--- config.mk ---
export PLATFORM = sky130hd
export DESIGN_NAME = vqim_hash_unit
export DESIGN_NICKNAME = d
export VERILOG_FILES = /design/src/rtl/vqim_pkg.sv /design/src/rtl/vqim_hash_unit.sv
export SDC_FILE = /design/constraint.sdc
export NUM_CORES = 2
export LEC_CHECK = 0
export BUFFER_PORTS_ARGS = -buffer_cell sky130_fd_sc_hd__buf_2
export CAP_MARGIN = 20
export CORE_AREA = 2 2 267 269
export CTS_BUF_LIST = sky130_fd_sc_hd__clkbuf_4 sky130_fd_sc_hd__clkbuf_8
export DETAILED_ROUTE_END_ITERATION = 8
export DIE_AREA = 0 0 269 271
export GPL_TIMING_DRIVEN = 0
export PLACE_DENSITY = 0.55
export SKIP_LAST_GASP = 1
export SLEW_MARGIN = 20
export SYNTH_ARGS = -nofsm -noshare
export SYNTH_HDL_FRONTEND = slang
export SYNTH_SLANG_ARGS = --single-unit
--- constraint.sdc ---
create_clock -name clock -period 14.2 [get_ports clock]
set_clock_uncertainty 0.2 [all_clocks]
set_input_delay 2.84 -clock clock [delete_from_list [all_inputs] [get_ports clock]]
set_output_delay 2.84 -clock clock [all_outputs]
set_load 0.02 [all_outputs]
--- src/rtl/vqim_pkg.sv ---
// ----------------------------------------------------------------------------
// vqim_pkg
// Shared types and constants for the vertex quad id map.
// ----------------------------------------------------------------------------
package vqim_pkg;

   localparam int ID_BITS     = 13;   // width of a dense id
   localparam int ID_CNT_BITS = 14;   // id counter, holds the limit itself
   localparam int FILL_BITS   = 4;    // per-bucket fill count
   localparam int HASH_BITS   = 32;
   localparam int HASH_SHIFT  = 15;

   localparam logic [ID_CNT_BITS-1:0] ID_LIMIT  = ID_CNT_BITS'(8192);
   localparam logic [HASH_BITS-1:0]   HASH_MULT = 32'h9E37_79B1;

   localparam logic OP_GET_OR_INSERT = 1'b0;
   localparam logic OP_EXISTS        = 1'b1;

   typedef enum logic [2:0] {
      ST_CLEAR,
      ST_IDLE,
      ST_SORT,
      ST_HASH,
      ST_FILL,
      ST_SCAN,
      ST_DECIDE,
      ST_DONE
   } state_type;

   typedef enum logic [2:0] {
      HS_IDLE,
      HS_MAC,
      HS_MIX,
      HS_QUOT,
      HS_FOLD,
      HS_TRIM
   } hash_state_type;

endpackage

--- src/rtl/vqim_hash_unit.sv ---
// ----------------------------------------------------------------------------
// vqim_hash_unit
// Iterative key hash: one 32-bit multiply-add per cycle over the sorted
// vertices, a xor-shift mix, then the bucket (mask, or a reciprocal
// reduction on the same multiplier).
// ----------------------------------------------------------------------------
module vqim_hash_unit #(
   parameter int NUM_BUCKETS = 1024,
   parameter int VERTEX_BITS = 24,
   parameter int TAG_BITS    = 8,
   localparam int BKT_W      = $clog2(NUM_BUCKETS)
) (
   input  logic                        clock,
   input  logic                        reset,
   input  logic                        start,
   input  logic [TAG_BITS-1:0]         tag,
   input  logic [3:0][VERTEX_BITS-1:0] vertices,
   output logic                        done,
   output logic [BKT_W-1:0]            bucket
);
   import vqim_pkg::*;

   localparam bit IS_POW2 = (NUM_BUCKETS & (NUM_BUCKETS - 1)) == 0;
   localparam logic [HASH_BITS-1:0] MODULUS = HASH_BITS'(NUM_BUCKETS);
   // floor(2^32 / NUM_BUCKETS): the quotient estimate is low by at most one
   localparam logic [HASH_BITS-1:0] RECIP =
      HASH_BITS'((64'd1 << HASH_BITS) / NUM_BUCKETS);

   hash_state_type          state_ff, state_in;
   logic [HASH_BITS-1:0]    h_ff, h_in;
   logic [HASH_BITS-1:0]    quot_ff, quot_in;
   logic [1:0]              step_ff, step_in;
   logic [BKT_W-1:0]        bucket_ff, bucket_in;
   logic                    done_ff, done_in;

   logic [HASH_BITS-1:0]    mixed;
   logic [HASH_BITS-1:0]    mul_a;
   logic [HASH_BITS-1:0]    mul_b;
   logic [2*HASH_BITS-1:0]  product;

   assign mixed = h_ff ^ (h_ff >> HASH_SHIFT);

   // the one shared multiplier
   assign mul_a   = (state_ff == HS_FOLD) ? quot_ff : h_ff;
   assign mul_b   = (state_ff == HS_QUOT) ? RECIP :
                    (state_ff == HS_FOLD) ? MODULUS : HASH_MULT;
   assign product = (2*HASH_BITS)'(mul_a) * (2*HASH_BITS)'(mul_b);

   always_ff @(posedge clock) begin
      if (reset) begin
         state_ff <= HS_IDLE;
         done_ff  <= 1'b0;
      end else begin
         state_ff <= state_in;
         done_ff  <= done_in;
      end
      h_ff      <= h_in;
      quot_ff   <= quot_in;
      step_ff   <= step_in;
      bucket_ff <= bucket_in;
   end

   always_comb begin
      state_in  = state_ff;
      h_in      = h_ff;
      quot_in   = quot_ff;
      step_in   = step_ff;
      bucket_in = bucket_ff;
      done_in   = 1'b0;
      unique case (state_ff)
         HS_IDLE: begin
            if (start) begin
               h_in     = HASH_BITS'(tag);
               step_in  = 2'd0;
               state_in = HS_MAC;
            end
         end
         HS_MAC: begin
            h_in    = product[HASH_BITS-1:0] + HASH_BITS'(vertices[step_ff]);
            step_in = step_ff + 2'd1;
            if (step_ff == 2'd3) begin
               state_in = HS_MIX;
            end
         end
         HS_MIX: begin
            if (IS_POW2) begin
               bucket_in = mixed[BKT_W-1:0];
               done_in   = 1'b1;
               state_in  = HS_IDLE;
            end else begin
               h_in     = mixed;
               state_in = HS_QUOT;
            end
         end
         HS_QUOT: begin
            quot_in  = product[2*HASH_BITS-1:HASH_BITS];
            state_in = HS_FOLD;
         end
         HS_FOLD: begin
            // remainder before the final correction, below twice the modulus
            h_in     = h_ff - product[HASH_BITS-1:0];
            state_in = HS_TRIM;
         end
         HS_TRIM: begin
            bucket_in = (h_ff >= MODULUS) ? BKT_W'(h_ff - MODULUS) : BKT_W'(h_ff);
            done_in   = 1'b1;
            state_in  = HS_IDLE;
         end
         default: state_in = HS_IDLE;
      endcase
   end

   assign done   = done_ff;
   assign bucket = bucket_ff;

endmodule

==> out/qor.log <==
INFO  cts            clkSlewWorstSetupHoldPaths=0.12ns
INFO  floorplan      die_area=0.0729sqmm
INFO  grt            grt_util_all_layers=24.9%
INFO  placed_design  gp_congestion=0.951
INFO  sta            maxSlewViolCount=0
INFO  sta            fin_crit=12.91ns
INFO  sta            maxClockFrequency=77.5MHz
INFO  sta            final_min_period_over_clock_period=90.9%
INFO  detailed_routing antenna_left=0
INFO  cts            cts.path.max_buffers=2
INFO  cts            tritoncts=done
INFO  grt            number_of_antenna_violations_at_the_first_check_in_global_routing=2
INFO  cts            cts_inserted_buffers=9
INFO  cells_and_area nets=4029
INFO  synthesis      yosysWarningCount=0
INFO  grt            overflow=0
INFO  synthesis      synth_commonest_cells=sky130_fd_sc_hd__inv_1, sky130_fd_sc_hd__fa_1, sky130_fd_sc_hd__ha_1, sky130_fd_sc_hd__a21oi_1, sky130_fd_sc_hd__nand2_1
INFO  sta            setup_viol_count_final=0
INFO  grt            grt_first_pass_wirelength=132000microns
INFO  detailed_routing drt_wl_total=87300microns
INFO  worst_setup_path largest_fanout_on_the_critical_path=36
INFO  sta            max_slew.worst_pin.slew=1.18ns
INFO  synthesis      netlist_area=0.0277sqmm
INFO  synthesis      number_of_instances_in_the_synthesized_netlist=2830
INFO  floorplan      die_w=269microns
INFO  synthesis      adder_cell_fraction_of_synth_area=57.2%
INFO  synthesis      mean_area_per_synthesized_cell=9.80squm
INFO  cts            root_buffer=sky130_fd_sc_hd__clkbuf_8
INFO  worst_setup_path r2r_end=h_ff[28]$_DFFE_PP_
INFO  synthesis      synth-async-reset-ratio=0%
INFO  cts            cts_htree_levels=3
INFO  cells_and_area layout-area-overhead-vs-synth=7.35%
INFO  worst_setup_path criticalPathCategory=flop to flop
INFO  worst_setup_path worstSetupEndpointType=flop
INFO  detailed_routing avgRoutedWirePerCell=22.3microns
INFO  worst_setup_path worst_r2r_path_depth=43
INFO  floorplan      design.core.area=0.0698sqmm
INFO  placed_design  place.port_buffers=117
INFO  sta            rsz0062_at_grt=no
INFO  synthesis      synth_top_family_by_area=adder cells
INFO  synthesis      ys_seq_elements=80
INFO  synthesis      synth_edf_count=76
INFO  worst_setup_path timing.critical_path.mode_cell=sky130_fd_sc_hd__inv_1
INFO  worst_setup_path timing.critical_path.to=h_ff[28]$_DFFE_PP_
INFO  sta            finalHoldViolCount=0
INFO  detailed_routing number_of_remaining_drc_errors=0
INFO  synthesis      dominantRegCellSynth=sky130_fd_sc_hd__edfxtp_1
INFO  flow_run       max_cap_viol_count=0
INFO  cts            post_cts.resized_instances=0
INFO  synthesis      synthTopCellsByArea=sky130_fd_sc_hd__fa_1, sky130_fd_sc_hd__ha_1, sky130_fd_sc_hd__inv_1
INFO  synthesis      post-synth-top-count-cell=sky130_fd_sc_hd__inv_1
INFO  synthesis      post-synth-top-area-fraction=36.9%
INFO  floorplan      boundaryPins=118
INFO  worst_setup_path slowest_delay=0.69ns
INFO  detailed_routing drt-initial-drc-count=1415
INFO  synthesis      synth.distinct_cells=85
INFO  floorplan      num_rows=97
INFO  grt            grt_start_max_net_pins=37
INFO  hold_path      hold_class=flop to flop
INFO  cells_and_area drive_gt1_share=6.81%
INFO  worst_setup_path r2r_slack=1.29ns
INFO  cts            cts.sinks=80
INFO  detailed_routing vias=20300
INFO  sta            setup_total_negative_slack=0ns
INFO  synthesis      fraction_of_synthesized_cell_area_in_xor_and_xnor_cells=4.28%
INFO  run_status     status=completed
INFO  synthesis      post_synth_and_or_nand_nor_area_fraction=7.16%
INFO  synthesis      yosys-mux-area-fraction=1.95%
INFO  synthesis      synth_compound_gate_area_share=9.14%
INFO  worst_setup_path timing.critical_path.from_type=flop
INFO  synthesis      proportion_of_synthesized_chip_area_in_sequential_cells=8.52%
INFO  worst_setup_path critical_path_arrival=12.90ns
INFO  cts            worst_skew_late_latency=0.47ns
INFO  cts            post_cts_hold_buffer_count=0
INFO  placed_design  place.detailed.hpwl=76200microns
INFO  floorplan      floorplan.initialDensity=39.7%
INFO  sta            max-slew-margin-rel=21.0%
INFO  worst_setup_path critPathLaunch=state_ff[2]$_SDFFE_PP0P_
INFO  worst_setup_path critical_path.slowest_cell=sky130_fd_sc_hd__inv_1
INFO  detailed_routing first_pass_iteration_count_of_the_detailed_router=5
INFO  detailed_routing viasPerCell=5.20
INFO  cts            cts.repair_timing.setup_buffer_count=0
INFO  worst_setup_path crit_required=14.19ns
INFO  worst_setup_path crit-reg2reg-launch=state_ff[2]$_SDFFE_PP0P_
INFO  grt            first_global_vias=21700
INFO  synthesis      synth_top_cell_by_area=sky130_fd_sc_hd__fa_1
INFO  floorplan      die_height=271microns
worst min path at each step:
stage	startpoint	endpoint	depth (start not counted)
after floorplan	h_ff[0]$_DFFE_PP_	bucket[0]$_DFFE_PP_	1
after global placement	h_ff[0]$_DFFE_PP_	h_ff[0]$_DFFE_PP_	2
after detailed placement	h_ff[0]$_DFFE_PP_	h_ff[0]$_DFFE_PP_	2
after CTS	h_ff[0]$_DFFE_PP_	h_ff[0]$_DFFE_PP_	2
after global routing	h_ff[0]$_DFFE_PP_	h_ff[0]$_DFFE_PP_	2
final	h_ff[0]$_DFFE_PP_	h_ff[0]$_DFFE_PP_	2
through the flow:
stage,instances,cell area (sq um),utilization (%),hold slack [ns],worst slack [ns]
after floorplan,2831,27700,-,0.373,3.65
after global placement,3888,29500,42.3,0.435,0.387
after detailed placement,3892,29600,42.4,0.439,1.46
after CTS,3908,29800,42.6,0.466,1.44
after global routing,3909,29800,42.6,0.507,0.651
final,3909,29800,42.6,0.473,1.29
logic make-up after synthesis:
family	Yosys count
multiplexers	24
flip-flops	80
AO/OA/AOI/OAI	376
XOR/XNOR	134
other	1
buffers and inverters	863
AND/OR/NAND/NOR	391
adder cells (fa/ha/maj)	961
registers in the layout, summed over array words and instances, names as in the netlist:
name and cells:
step_ff 2, quot_ff 32, done 1, h_ff 32
state_ff 3, bucket 10
layout by cell type (no fill, tap or decap), drive strengths merged, types with 57 or more instances in the layout:
cell and n:
nor2 88, inv 812, ha 448, a21oi 107, edfxtp 76, o21ai 57
xnor2 87, buf 130, a21o 75, fa 511, nand2 96
worst max-delay path: cells and delay by family, from the launching register on:
family / cells / cell delay, ns
AOI/OAI and AO/OA: 9 / 1.80
xor gates and xnor gates: 2 / 0.71
adders and majority gates: 11 / 4.49
buffers and inverters: 13 / 3.20
DFF: 1 / 0.33
and+or+nand+nor: 8 / 1.90
area by class of cell:
type	instances	area [sq um]
fillers	6873	40000
multi-input cells	1888	22100
inverters	810	3040
flip-flops and latches	80	2360
well taps	940	1180
repair buffers	121	647
plain buffers	53	210
clock buffers	9	124
clock inverters	7	61.3
diodes	1	2.50
routing by layer:
layer / routed length (microns) / track usage (%)
met5: 0 / 0
met4: 3080 / 8.48
met3: 4040 / 2.01
met2: 41900 / 41.2
met1: 38300 / 34.4
Power is left out: the tool's default activity adds up to more than one toggle a clock period on the data nets, which glitch-free logic cannot reach.
